File: config.mk
export PLATFORM = sky130hd
export DESIGN_NAME = sorted_priority_queue
export DESIGN_NICKNAME = d
export VERILOG_FILES = /design/src/rtl/core/spq_pkg.sv /design/src/rtl/core/sorted_priority_queue.sv /design/src/rtl/core/spq_ctrl.sv /design/src/rtl/core/spq_dp.sv
export SDC_FILE = /design/constraint.sdc
export NUM_CORES = 2
export LEC_CHECK = 0
export BUFFER_PORTS_ARGS = -buffer_cell sky130_fd_sc_hd__buf_2
export CORE_ASPECT_RATIO = 1.25
export CORE_MARGIN = 2
export CORE_UTILIZATION = 50
export DETAILED_ROUTE_END_ITERATION = 8
export GPL_TIMING_DRIVEN = 0
export PLACE_DENSITY = 0.72
export SLEW_MARGIN = 20
export SYNTH_ARGS = -nofsm -noshare
export SYNTH_HDL_FRONTEND = slang
export SYNTH_HIERARCHICAL = 1
export SYNTH_SLANG_ARGS = --single-unit
File: constraint.sdc
create_clock -name clk -period 7.25 [get_ports clk]
set_input_delay 1.0875 -clock clk [delete_from_list [all_inputs] [get_ports clk]]
set_output_delay 1.0875 -clock clk [all_outputs]
set_load 0.05 [all_outputs]
File: src/rtl/core/spq_pkg.sv
// Shared types and constants for the sorted priority queue.
// Used by the controller, the datapath and the top level; no dependencies.
`timescale 1ns / 1ps
package spq_pkg;

	localparam int DEF_CAPACITY = 16;
	localparam int KEY_W        = 32;
	localparam int STATUS_W     = 2;
	localparam int OCC_W        = 5;

	// op codes
	localparam logic OP_INSERT = 1'b0;
	localparam logic OP_DELETE = 1'b1;

	// result status codes
	localparam logic [STATUS_W-1:0] STAT_OK    = 2'd0;
	localparam logic [STATUS_W-1:0] STAT_EMPTY = 2'd1;
	localparam logic [STATUS_W-1:0] STAT_FULL  = 2'd2;

	// controller -> datapath
	typedef struct packed {
		logic load;   // capture the incoming word
		logic exec;   // apply the captured op, fill result register
	} spq_cmd_t;

	// datapath -> controller
	typedef struct packed {
		logic full;
		logic empty;
	} spq_stat_t;

endpackage

File: src/rtl/core/sorted_priority_queue.sv
// Top level of the sorted priority queue: streaming ports around controller and datapath.
// Depends on spq_pkg, spq_ctrl and spq_dp.
`timescale 1ns / 1ps
// Bounded minimum priority queue holding up to CAPACITY signed 32-bit keys in
// ascending order in a row of register cells. Each input word carries an op in
// s_tuser (insert or delete-min) and a key in s_tdata. An insert goes ahead of the
// first stored key that is greater or equal, so equal keys leave in reverse order
// of arrival. A delete returns the smallest key. Insert on a full queue (status 2)
// and delete on an empty queue (status 1) change nothing and return key zero.
// Every input word yields exactly one output word with the removed key, the
// status and the occupancy after the op (count modulo 32).
// Operation: a word is first captured, then executed in a step in which every cell
// shifts in parallel, on an insert after comparing against the key; its result is
// offered on m_tdata from the cycle after the execute cycle. A new word is taken only
// while the controller is idle and the result register is empty or is being read in
// that same cycle, so a result waiting on m_tready holds off s_tready, and no new word
// is taken during the execute cycle. No clearing pass after reset: only the count, state and valid flag reset.
module sorted_priority_queue import spq_pkg::*; #(
	parameter int CAPACITY = DEF_CAPACITY
) (
	input  logic        clk,
	input  logic        arst_n,
	// input stream
	input  logic        s_tvalid,
	output logic        s_tready,
	input  logic [31:0] s_tdata,   // [31:0] key
	input  logic [0:0]  s_tuser,   // [0] op
	// output stream
	output logic        m_tvalid,
	input  logic        m_tready,
	output logic [39:0] m_tdata,   // [31:0] removed_key, [36:32] occupancy, [39:37] zero
	output logic [1:0]  m_tuser    // [1:0] status
);

	spq_cmd_t            cmd;
	spq_stat_t           stat;
	logic [KEY_W-1:0]    removed_key;
	logic [STATUS_W-1:0] status;
	logic [OCC_W-1:0]    occupancy;

	// sequencer: capture word, then execute
	spq_ctrl u_ctrl (
		.clk      (clk),
		.arst_n   (arst_n),
		.s_tvalid (s_tvalid),
		.s_tready (s_tready),
		.m_tvalid (m_tvalid),
		.m_tready (m_tready),
		.stat     (stat),
		.cmd      (cmd)
	);

	// key cells, count and result register
	spq_dp #(
		.CAPACITY (CAPACITY)
	) u_dp (
		.clk         (clk),
		.arst_n      (arst_n),
		.cmd         (cmd),
		.stat        (stat),
		.in_op       (s_tuser[0]),
		.in_key      (s_tdata),
		.removed_key (removed_key),
		.status      (status),
		.occupancy   (occupancy)
	);

	assign m_tdata = {3'b000, occupancy, removed_key};
	assign m_tuser = status;

endmodule

File: src/rtl/core/spq_ctrl.sv
// Controller for the sorted priority queue: two-state sequencer and result valid flag.
// Depends on spq_pkg.
`timescale 1ns / 1ps
module spq_ctrl import spq_pkg::*; (
	input  logic      clk,
	input  logic      arst_n,
	input  logic      s_tvalid,
	output logic      s_tready,
	output logic      m_tvalid,
	input  logic      m_tready,
	input  spq_stat_t stat,
	output spq_cmd_t  cmd
);

	localparam logic ST_IDLE = 1'b0;
	localparam logic ST_EXEC = 1'b1;

	logic state_q;
	logic out_valid_q;

	// take a new word only when the result slot will be free by the exec cycle
	assign s_tready = (state_q == ST_IDLE) && (!out_valid_q || m_tready);
	assign cmd.load = s_tvalid && s_tready;
	assign cmd.exec = (state_q == ST_EXEC);
	assign m_tvalid = out_valid_q;

	always_ff @(posedge clk or negedge arst_n) begin
		if (!arst_n) begin
			state_q     <= ST_IDLE;
			out_valid_q <= 1'b0;
		end else begin
			case (state_q)
				ST_IDLE: begin
					if (cmd.load) begin
						state_q <= ST_EXEC;
					end
				end
				ST_EXEC: begin
					state_q <= ST_IDLE;
				end
				default: begin
					state_q <= ST_IDLE;
				end
			endcase
			if (cmd.exec) begin
				out_valid_q <= 1'b1;
			end else if (m_tready) begin
				out_valid_q <= 1'b0;
			end
		end
	end

	// result slot must be empty when a result is written
	a_exec_slot_free: assert property (@(posedge clk) disable iff (!arst_n)
		cmd.exec |-> !out_valid_q)
		else $error("result written over a pending result");

	a_exec_gives_result: assert property (@(posedge clk) disable iff (!arst_n)
		cmd.exec |=> m_tvalid)
		else $error("exec cycle did not raise m_tvalid");

	a_full_not_empty: assert property (@(posedge clk) disable iff (!arst_n)
		!(stat.full && stat.empty))
		else $error("queue flagged full and empty at once");

endmodule

File: src/rtl/core/spq_dp.sv
// Datapath for the sorted priority queue: row of key cells, count, input and result registers.
// Depends on spq_pkg.
`timescale 1ns / 1ps
module spq_dp import spq_pkg::*; #(
	parameter int CAPACITY = DEF_CAPACITY
) (
	input  logic                clk,
	input  logic                arst_n,
	input  spq_cmd_t            cmd,
	output spq_stat_t           stat,
	input  logic                in_op,
	input  logic [KEY_W-1:0]    in_key,
	output logic [KEY_W-1:0]    removed_key,
	output logic [STATUS_W-1:0] status,
	output logic [OCC_W-1:0]    occupancy
);

	localparam int CW = $clog2(CAPACITY + 1);

	logic signed [KEY_W-1:0] keys_q [CAPACITY];
	logic signed [KEY_W-1:0] keys_nxt [CAPACITY];
	logic [CW-1:0]           count_q;
	logic                    op_q;
	logic signed [KEY_W-1:0] key_q;
	logic [CAPACITY-1:0]     gt;       // key_q lies above cell i (prefix of ones)
	logic                    full;
	logic                    empty;

	assign full       = (count_q == CW'(CAPACITY));
	assign empty      = (count_q == '0);
	assign stat.full  = full;
	assign stat.empty = empty;

	// each cell compares against its own entry; shift in from neighbor
	always_comb begin
		for (int i = 0; i < CAPACITY; i++) begin
			gt[i] = (CW'(i) < count_q) && (key_q > keys_q[i]);
		end
		for (int i = 0; i < CAPACITY; i++) begin
			keys_nxt[i] = keys_q[i];
			if (op_q == OP_INSERT) begin
				if (!gt[i]) begin
					if (i == 0) begin
						keys_nxt[i] = key_q;
					end else if (gt[i-1]) begin
						keys_nxt[i] = key_q;
					end else begin
						keys_nxt[i] = keys_q[i-1];
					end
				end
			end else if (i < CAPACITY - 1) begin
				keys_nxt[i] = keys_q[i+1];
			end
		end
	end

	always_ff @(posedge clk) begin
		if (cmd.load) begin
			op_q  <= in_op;
			key_q <= in_key;
		end
		if (cmd.exec) begin
			if ((op_q == OP_INSERT && !full) || (op_q == OP_DELETE && !empty)) begin
				for (int i = 0; i < CAPACITY; i++) begin
					keys_q[i] <= keys_nxt[i];
				end
			end
		end
	end

	always_ff @(posedge clk or negedge arst_n) begin
		if (!arst_n) begin
			count_q <= '0;
		end else if (cmd.exec) begin
			if (op_q == OP_INSERT && !full) begin
				count_q <= count_q + CW'(1);
			end else if (op_q == OP_DELETE && !empty) begin
				count_q <= count_q - CW'(1);
			end
		end
	end

	// result register, written in the exec cycle
	always_ff @(posedge clk) begin
		if (cmd.exec) begin
			removed_key <= '0;
			status      <= STAT_OK;
			if (op_q == OP_INSERT) begin
				if (full) begin
					status    <= STAT_FULL;
					occupancy <= OCC_W'(count_q);
				end else begin
					occupancy <= OCC_W'(count_q + CW'(1));
				end
			end else begin
				if (empty) begin
					status    <= STAT_EMPTY;
					occupancy <= OCC_W'(count_q);
				end else begin
					removed_key <= keys_q[0];
					occupancy   <= OCC_W'(count_q - CW'(1));
				end
			end
		end
	end

	a_count_bound: assert property (@(posedge clk) disable iff (!arst_n)
		count_q <= CW'(CAPACITY))
		else $error("key count above capacity");

	a_insert_grows: assert property (@(posedge clk) disable iff (!arst_n)
		(cmd.exec && op_q == OP_INSERT && !full) |=> count_q == $past(count_q) + CW'(1))
		else $error("accepted insert did not grow the count");

	a_head_sorted: assert property (@(posedge clk) disable iff (!arst_n)
		(count_q >= CW'(2)) |-> !(keys_q[0] > keys_q[1]))
		else $error("two smallest keys out of order");

endmodule
==> results.sh <==
export IMPL_syn_instance_count=4188
export IMPL_holdWs_ns=0.289
export IMPL_start_kind="flip-flop"
export IMPL_drive_above_1_share_pct=7.71
export IMPL_htree_num_levels=3
export IMPL_core_sq_um=84000
export IMPL_finalHoldViolCount=0
export IMPL_drtIter0Drc=3875
export IMPL_crit_buf_inv=3
export IMPL_port_buffers=77
export IMPL_cp_startpoint="u_dp/key_q[0]$_DFFE_PP_"
export IMPL_clk_pin_slew_ns=0.06
export IMPL_yosys_warnings=6
export IMPL_rows=119
export IMPL_diodes=0
export IMPL_multi_input_comb_area_sq_um=21500
export IMPL_run_status="finished clean"
export IMPL_cts_root_buffer="clkbuf_16"
export IMPL_io_pins=81
export IMPL_required_ns=7.57
export IMPL_grt_max_degree=43
export IMPL_wl_microns=151000
export IMPL_avgViaCountPerCell=6.67
export IMPL_die_w_microns=264
export IMPL_die_area_sq_um=86800
export IMPL_finalPower_mw=13.3
export IMPL_slew_headroom_pct=16.1
export IMPL_crit_path_end_kind="flip-flop"
export IMPL_worst_path_max_delay_cell="clkinv_1"
export IMPL_drt_pre_antenna_iters=6
export IMPL_max_cap_violations=0
export IMPL_antenna_found_initial=4
export IMPL_post_route_period_util_pct=77.3
export IMPL_dieHeight_microns=329
export IMPL_p_per_area_nw_per_um2=282
export IMPL_critPathKind="reg -> reg"
export IMPL_p_leak_nw=19.0
export IMPL_rsz0062_at_grt="no"
export IMPL_cp_arrival_ns=5.93
export IMPL_vias=36800
export IMPL_setup_violations=0
export IMPL_period_needed_ns=5.60
export IMPL_dp_hpwl_microns=122000
export IMPL_fin_nets=4936
export IMPL_cts_setup_buffers=0
export IMPL_design_area_sq_um=47200
export IMPL_grt_pass1_vias=37400
export IMPL_hold_path_class="in -> async"
export IMPL_syn_cell_area_sq_um=42200
export IMPL_route_detailed_drc=0
export IMPL_seqCellArea_sq_um=17700
export IMPL_max_freq_mhz=178
export IMPL_crit_reg2reg_launch="u_dp/key_q[0]$_DFFE_PP_"
export IMPL_cp_top_family="buffers and inverters"
export IMPL_drv_slew=0
export IMPL_tightest_slew_ns=1.26
export IMPL_crit_path_cell_trace="clkinv_1 -> ha_1 -> nand4_1 -> nor4_1 -> a21boi_0 -> and2_1 -> a31o_2 -> clkbuf_1 -> a31oi_4 -> buf_16"
export IMPL_routabilityCongestion=0.992
export IMPL_cts_tree="done"
export IMPL_ctsResizeCount=0
export IMPL_fin_skew_ns=0.0253
export IMPL_cp_max_fo=23
export IMPL_n_fill_cell=7418
export IMPL_peakVddDrop_mv=0.206
export IMPL_clockBufferDepth=3
export IMPL_postPlaceCellArea_sq_um=44700
export IMPL_grt_pass1_wl_microns=219000
export IMPL_syn_to_final_growth_pct=11.8
export IMPL_antenna_left=0
export IMPL_hold_buffers=0
export IMPL_wl_per_cell_microns=27.3
export IMPL_gr_usage_all_layers_pct=33.9
export IMPL_ff2ff_path_depth=10
export IMPL_cts_buffers_inserted=66
export IMPL_r2r_end="u_dp/keys_q[0][100]$_DFFE_PP_"
export IMPL_clock_sinks=591
export IMPL_overflow=0
export IMPL_initial_core_util_pct=50.3
export IMPL_regToRegSetupSlack_ns=1.65
export IMPL_clk_latency_ns=0.64
export IMPL_syn_avg_cell_area_sq_um=10.1
export IMPL_cpPeakStageDelay_ns=1.02
[placed cells by master, fill, tap and decap left out, types with 27 or more instances in the layout]
cell / instances
nor4_1: 27
inv_1: 516
nand4_1: 98
o221ai_1: 32
nand3_1: 274
clkbuf_16: 71
a32oi_1: 257
clkbuf_1: 210
nor2b_1: 54
a221o_1: 174
nand3b_1: 33
mux2_1: 29
edfxtp_1: 584
nand2_1: 170
nor2_1: 54
buf_2: 136
nor3b_1: 158
ha_1: 515
o21ai_1: 238
o21ai_0: 58
a21oi_1: 232
a21o_1: 59
nor3_1: 47
o31ai_1: 36
[worst max-delay path by stage]
stage | to | slack, ns | depth (start not counted)
finish | u_dp/keys_q[0][100]$_DFFE_PP_ | 1.65 | 10
detailed placement | u_dp/keys_q[0][100]$_DFFE_PP_ | 1.87 | 10
CTS | u_dp/keys_q[0][106]$_DFFE_PP_ | 1.83 | 10
global placement | u_dp/keys_q[1][231]$_DFFE_PP_ | -0.33 | 7
floorplan | u_dp/keys_q[1][100]$_DFFE_PP_ | 2.42 | 8
global route | u_dp/keys_q[0][106]$_DFFE_PP_ | 1.60 | 10
[metal layers]
layer,vias to the layer above,GRT usage (%),share of wire [%]
li1,16600,-,-
met1,17700,35.1,33
met2,1898,58.7,48
met3,643,5.78,7.8
met4,2,31.2,10
met5,-,0,0.0053
[cell type report]
type | instances | share of cell area [%]
repair buffers | 126 | 2.67
flip-flops and latches | 591 | 37.5
multi-input cells | 2777 | 45.5
plain buffers | 305 | 2.79
clock inverters | 36 | 0.692
inverters | 517 | 4.11
clock buffers | 81 | 3.85
well taps | 1089 | 2.89
[power breakdown]
group          switching [mW]  internal, mW  leakage (nW)
Sequential              0.438          4.51          5.53
Combinational            3.21          1.71          12.4
Clock                    1.45          1.99          1.04
[flip-flops by register name, indices dropped and copies added, names as in the netlist]
signal	count
u_dp/keys_q	512
u_dp/key_q	32
u_dp/removed_key	32
u_dp/count_q	5
u_dp/occupancy	5
u_dp/status	2
u_ctrl/m_tvalid	1
u_ctrl/state_q	1
u_dp/op_q	1
[per-stage QoR]
step | util [%] | setup WS [ns] | cells | TNS, ns
global placement | 52.4 | -0.335 | 5356 | -20.79
finish | 56.2 | 1.65 | 5522 | 0
floorplan | - | 2.42 | 4190 | 0
CTS | 55.8 | 1.83 | 5500 | 0
global route | 56.2 | 1.60 | 5522 | 0
detailed placement | 53.2 | 1.87 | 5383 | 0
[worst register-to-register path, delay by kind of cell (launching register included)]
kind            cells  cell delay (ns)
fa+ha+maj           1             0.74
flops               1             0.68
compound gates      3             1.31
simple gates        3             0.98
buf+inv             3             1.57
Note: power is estimated with default switching activity, not from simulation.
